[src/rtl/core/obd_pkg.sv]
// ----------------------------------------------------------------------------
// obd_pkg
// shared constants and types for the orientation basis pipeline
// ----------------------------------------------------------------------------
package obd_pkg;

    // magnitude width after the pre-scale, and the bound it keeps to
    localparam int MAG_W    = 16;
    localparam int MAG_MAX  = 32768;

    // sum of three squares of pre-scaled magnitudes
    localparam int SUM_W    = 32;

    // radicand is the sum shifted up by ROOT_PAD, the root carries NORM_SH fraction bits
    localparam int ROOT_PAD = 28;
    localparam int NORM_SH  = 14;
    localparam int ROOT_W   = 30;
    localparam int REM_W    = 31;

    // result status
    typedef logic [1:0] t_status;
    localparam t_status ST_OK         = 2'd0;
    localparam t_status ST_ZERO_DIR   = 2'd1;
    localparam t_status ST_SIDE_DEGEN = 2'd2;

endpackage

[src/rtl/core/obd_cross.sv]
// ----------------------------------------------------------------------------
// obd_cross
// recomputed up vector cross(fwd, side), rounding, clamp and status merge
// ----------------------------------------------------------------------------
module obd_cross #(
    parameter int OW = 16
) (
    input  logic                i_clk,
    input  logic                i_rst_n,
    input  logic                i_adv,
    input  logic                i_valid,
    input  logic [2:0][OW-1:0]  i_fwd,
    input  logic [2:0][OW-1:0]  i_side,
    input  logic                i_zero_dir,
    input  logic                i_zero_side,
    output logic                o_valid,
    output logic [2:0][OW-1:0]  o_side,
    output logic [2:0][OW-1:0]  o_upv,
    output logic [2:0][OW-1:0]  o_fwd,
    output obd_pkg::t_status    o_status
);
    import obd_pkg::*;

    localparam int OF = OW - 2;
    localparam int MW = 2 * OW;
    localparam int PW = 2 * OW + 1;
    localparam logic signed [PW-1:0] P_RND = PW'(1 << (OF - 1));
    localparam logic signed [PW-1:0] P_LIM = PW'(1 << OF);

    // stage p: products
    logic                    r_p_valid;
    logic signed [MW-1:0]    r_pa [3];
    logic signed [MW-1:0]    r_pb [3];
    logic signed [MW-1:0]    n_pa [3];
    logic signed [MW-1:0]    n_pb [3];
    logic [2:0][OW-1:0]      r_p_fwd, r_p_side;
    t_status                 r_p_status, n_p_status;

    always_comb begin
        n_pa[0] = $signed(i_fwd[1]) * $signed(i_side[2]);
        n_pb[0] = $signed(i_fwd[2]) * $signed(i_side[1]);
        n_pa[1] = $signed(i_fwd[2]) * $signed(i_side[0]);
        n_pb[1] = $signed(i_fwd[0]) * $signed(i_side[2]);
        n_pa[2] = $signed(i_fwd[0]) * $signed(i_side[1]);
        n_pb[2] = $signed(i_fwd[1]) * $signed(i_side[0]);
        if (i_zero_dir)       n_p_status = ST_ZERO_DIR;
        else if (i_zero_side) n_p_status = ST_SIDE_DEGEN;
        else                  n_p_status = ST_OK;
    end

    always_ff @(posedge i_clk) begin
        if (!i_rst_n) r_p_valid <= 1'b0;
        else if (i_adv) r_p_valid <= i_valid;
    end

    always_ff @(posedge i_clk) begin
        if (i_adv) begin
            for (int i = 0; i < 3; i++) begin
                r_pa[i] <= n_pa[i];
                r_pb[i] <= n_pb[i];
            end
            r_p_fwd    <= i_fwd;
            r_p_side   <= i_side;
            r_p_status <= n_p_status;
        end
    end

    // stage d1: difference plus half an output lsb
    logic                 r_d_valid;
    logic signed [PW-1:0] r_t [3];
    logic signed [PW-1:0] n_t [3];
    logic [2:0][OW-1:0]   r_d_fwd, r_d_side;
    t_status              r_d_status;

    always_comb begin
        for (int i = 0; i < 3; i++) begin
            n_t[i] = PW'(r_pa[i]) - PW'(r_pb[i]) + P_RND;
        end
    end

    always_ff @(posedge i_clk) begin
        if (!i_rst_n) r_d_valid <= 1'b0;
        else if (i_adv) r_d_valid <= r_p_valid;
    end

    always_ff @(posedge i_clk) begin
        if (i_adv) begin
            for (int i = 0; i < 3; i++) r_t[i] <= n_t[i];
            r_d_fwd    <= r_p_fwd;
            r_d_side   <= r_p_side;
            r_d_status <= r_p_status;
        end
    end

    // stage d2: floor shift, clamp, blank on fault
    logic                 r_o_valid;
    logic [2:0][OW-1:0]   r_o_side, r_o_upv, r_o_fwd;
    logic [2:0][OW-1:0]   n_o_side, n_o_upv, n_o_fwd;
    t_status              r_o_status;
    logic signed [PW-1:0] rs [3];
    logic signed [PW-1:0] rc [3];

    always_comb begin
        for (int i = 0; i < 3; i++) begin
            rs[i] = r_t[i] >>> OF;
            if (rs[i] > P_LIM)       rc[i] = P_LIM;
            else if (rs[i] < -P_LIM) rc[i] = -P_LIM;
            else                     rc[i] = rs[i];
            n_o_upv[i] = rc[i][OW-1:0];
        end
        n_o_side = r_d_side;
        n_o_fwd  = r_d_fwd;
        if (r_d_status != ST_OK) begin
            n_o_upv  = '0;
            n_o_side = '0;
            n_o_fwd  = '0;
        end
    end

    always_ff @(posedge i_clk) begin
        if (!i_rst_n) r_o_valid <= 1'b0;
        else if (i_adv) r_o_valid <= r_d_valid;
    end

    always_ff @(posedge i_clk) begin
        if (i_adv) begin
            r_o_side   <= n_o_side;
            r_o_upv    <= n_o_upv;
            r_o_fwd    <= n_o_fwd;
            r_o_status <= r_d_status;
        end
    end

    assign o_valid  = r_o_valid;
    assign o_side   = r_o_side;
    assign o_upv    = r_o_upv;
    assign o_fwd    = r_o_fwd;
    assign o_status = r_o_status;

endmodule

[config.mk]
export PLATFORM = sky130hd
export DESIGN_NAME = obd_cross
export DESIGN_NICKNAME = d
export VERILOG_FILES = /design/src/rtl/core/obd_pkg.sv /design/src/rtl/core/obd_cross.sv
export SDC_FILE = /design/constraint.sdc
export NUM_CORES = 2
export LEC_CHECK = 0
export BUFFER_PORTS_ARGS = -buffer_cell sky130_fd_sc_hd__buf_2
export CORE_MARGIN = 1.5
export CORE_UTILIZATION = 35
export CTS_CLUSTER_DIAMETER = 60
export DETAILED_ROUTE_END_ITERATION = 10
export PLACE_DENSITY = 0.52
export SYNTH_ARGS = -nofsm -noshare
export SYNTH_HDL_FRONTEND = slang
export SYNTH_SLANG_ARGS = --single-unit
[constraint.sdc]
create_clock -name i_clk -period 11.4 [get_ports i_clk]
set_input_delay 0.57 -clock i_clk [delete_from_list [all_inputs] [get_ports i_clk]]
set_output_delay 0.57 -clock i_clk [all_outputs]
set_load 0.03 [all_outputs]
==> summary.md <==
| Metric | Value |
|---|---|
| Initial core utilization | 0.353 |
| Hold Path End | r_p_fwd[46]$_DFFE_PP_ |
| Vias | 53185 |
| Total wire length | 212000 µm |
| Max Freq | 0.143 GHz |
| CTS tree | done |
| Share of post-route cells with drive strength above 1 | 0.0580 |
| Final net count | 10325 |
| Post-CTS Setup Inserts | 0 |
| Global-route total usage across every layer | 0.186 |
| Post-Syn Nets | 10234 |
| Synth Cell Area | 82200 µm² |
| Place WS | 4.02 ns |
| Hold slack final | 0.0853 ns |
| Area Growth Syn to Fin | 9.12% |
| Vias/cell | 4.76 |
| Worst Skew | 0.0397 ns |
| Share of the synthesized area in the top cell type | 0.383 |
| DR DRC count | 0 |
| First-pass GRT wire length | 341000 µm |
| Port-buffer cells | 248 |
| GRT overflow | 0 |
| Syn. warnings | 0 |
| Final antenna-violating net count | 0 |
| Global placer's final weighted congestion | 0.840 |
| Flops & latches, synth | 594 |
| Asr flop ratio synth | 0 |
| CP Data Arrival Time | 7.47 ns |
| Normalized max-slew margin | 0.191 |
| Htree depth | 3 |
| Die Wd | 488 µm |
| Worst Path Required | 11.87 ns |
| CTS sink cnt | 594 |
| Clock Path Buffers | 3 |
| Synthesized instance count | 7885 |
| CTS resizes | 0 |
| Hold depth | 1 |
| Kind of critical path | in -> reg |
| Core ar. | 233000 µm² |
| Top cell type by total area after synthesis | fa_1 |
| R2R Path Start | r_pa[0][5]$_DFFE_PP_ |
| Vias in the first global route | 58828 |
| Unique masters post-synth | 73 |
| Die H | 488 µm |
| Iteration count of the initial detailed-routing pass | 5 |
| Setup TNS | 0 ns |
| Crit. End Element | register |
| Largest cells by area after synthesis | fa_1 38%, edfxtp_1 22%, ha_1 10%, inv_1 8.4%, and2_1 6.8% |
| Post-layout worst setup margin | 4.40 ns |
| Worst reg2reg path endpoint | r_t[0][32]$_DFFE_PP_ |
| Post-layout minimum cycle time | 7.00 ns |
| Final core utilization | 0.385 |
| Area of the die | 238000 µm² |
| Top FF cell, synth | edfxtp_1 |
| FF-to-FF setup slack | 7.80 ns |
| IO Pins | 249 |
| Worst-path clk slew | 0.06 ns |
| Largest net degree at the start of global routing | 163 |
| Worst skew pair latency | 0.77 ns |
| Row cnt | 177 |
| Drt wl/cell | 19.0 µm |
| Number of hold violations in the final report | 0 |
| Slew at the pin closest to its max-slew limit | 1.20 ns |
| HP Class | in -> reg |
| Number of synthesized flops with an enable pin | 591 |
| Worst Path Max Fanout | 32 |
| CTS Buf Count | 84 |
| Sequential share of the synthesized area | 0.217 |
| Unrepaired setup endpoints after global routing | false |
| Most frequent cells after synthesis | 1841 x inv_1, 1572 x fa_1, 888 x and2_1 |
| Root Buffer | clkbuf_16 |
| Count leader, synth | inv_1 |
| Synthesized area per cell | 10.4 µm² |
| Endpoints failing setup | 0 |
| Status | complete, no violations |
| Period utilization | 0.614 |
| HP Start | i_fwd[46] |
| Initial antenna violation count | 13 |
| R2R cell count | 12 |
| Pins over their slew limit | 0 |
| Crit path launch type | input port |
| DR iter-0 viols | 2904 |
| Post-DP HPWL | 160000 µm |
| Max_cap viols | 0 |
==> worst max path at each step <==
| stage | from | end | slack [ns] |
|---|---|---|---|
| finish | i_fwd[40] | r_pa[0][63]$_DFFE_PP_ | 4.40 |
| global route | i_fwd[40] | r_pa[0][63]$_DFFE_PP_ | 3.97 |
| CTS | i_fwd[40] | r_pa[0][63]$_DFFE_PP_ | 4.44 |
| detailed placement | i_fwd[38] | r_pa[0][63]$_DFFE_PP_ | 4.02 |
| global placement | i_side[1] | r_pb[0][94]$_DFFE_PP_ | 4.03 |
| floorplan | i_fwd[43] | r_pa[0][63]$_DFFE_PP_ | 5.08 |
==> cell families after synthesis <==
kind of cell,Yosys count,synth area share
fa+ha+maj,2247,0.485
buf+inv,2151,0.0982
simple gates,2079,0.128
flops,594,0.217
compound gates,548,0.0434
xor+xnor,262,0.0279
mux,4,0.000487
==> what timing repair did <==
item / in CTS / in global routing
endpoints found under the hold margin: 3 / 0
hold buffers: 3 / 0
endpoints found under the setup margin: 0 / 0
==> state kept, by name (all words and copies together) (netlist names), 48 cells and up <==
signal and cells:
o_upv 48, r_pa 96, r_p_fwd 48, r_t 57, r_d_side 48, o_fwd 48
o_side 48, r_p_side 48, r_pb 96, r_d_fwd 48
==> per-stage QoR <==
stage               area (µm²)  std cells
finish                   89700      11179
global route             89700      11174
CTS                      89700      11173
detailed placement       86800      11019
global placement         86800      11019
floorplan                82200       7885
==> layout make-up <==
class	count	area, µm²
Inverter	1843	6920
Clock buffer	97	2170
Timing Repair Buffer	313	1770
Tap cell	3132	3920
Clock inverter	54	766
Antenna cell	6	15.0
Multi-Input combinational cell	5140	56400
Fill cell	23116	143000
Sequential cell	594	17800
==> layer usage <==
layer / track usage / routed length (µm) / share of wire
met5: 0 / 0 / 0
met3: 0.0232 / 10300 / 0.049
met2: 0.314 / 104000 / 0.49
met1: 0.253 / 93300 / 0.44
met4: 0.0487 / 4860 / 0.023
==> cell usage in the layout (no fill, tap or decap), types with 6 or more instances in the layout <==
| cell | count |
|---|---|
| clkbuf_1 | 12 |
| inv_1 | 1841 |
| nor3_1 | 35 |
| a211oi_1 | 13 |
| a21o_1 | 88 |
| xor2_1 | 59 |
| clkbuf_16 | 85 |
| o21bai_1 | 21 |
| buf_2 | 247 |
| xnor2_1 | 203 |
| nand2b_1 | 47 |
| ha_1 | 675 |
| edfxtp_1 | 591 |
| o31ai_1 | 7 |
| a31o_2 | 9 |
| nand3_1 | 30 |
| clkinv_2 | 8 |
| nand4_1 | 22 |
| fa_1 | 1572 |
| buf_4 | 60 |
| o21ai_0 | 95 |
| a31oi_1 | 20 |
| nand2_1 | 776 |
| a21oi_1 | 176 |
| diode_2 | 6 |
| clkinv_1 | 11 |
| inv_6 | 6 |
| nor2_1 | 193 |
| and2_1 | 888 |
| and3_1 | 18 |
| o21a_1 | 38 |
| o211ai_1 | 13 |
| nor4_1 | 15 |
| nor2b_1 | 26 |
| bufinv_16 | 11 |
==> critical path: stages <==
cell and delay (ns):
dlygate4sd3_1 0.52, buf_2 0.12, buf_4 0.49, nand2_1 0.17
fa_1 0.55, fa_1 0.47, fa_1 0.54, inv_1 0.04
ha_1 0.28, fa_1 0.51, fa_1 0.41, ha_1 0.38
a2111oi_0 0.38, o21ai_1 0.18, a311oi_2 0.39, o31a_2 0.23
o221ai_2 0.14, nor4_2 0.22, nor3_1 0.10, a2111o_1 0.40
o31ai_2 0.22, xnor2_1 0.10
Power is not shown: default switching activity piles up to over one toggle a cycle in this logic, so the estimate is an artifact.
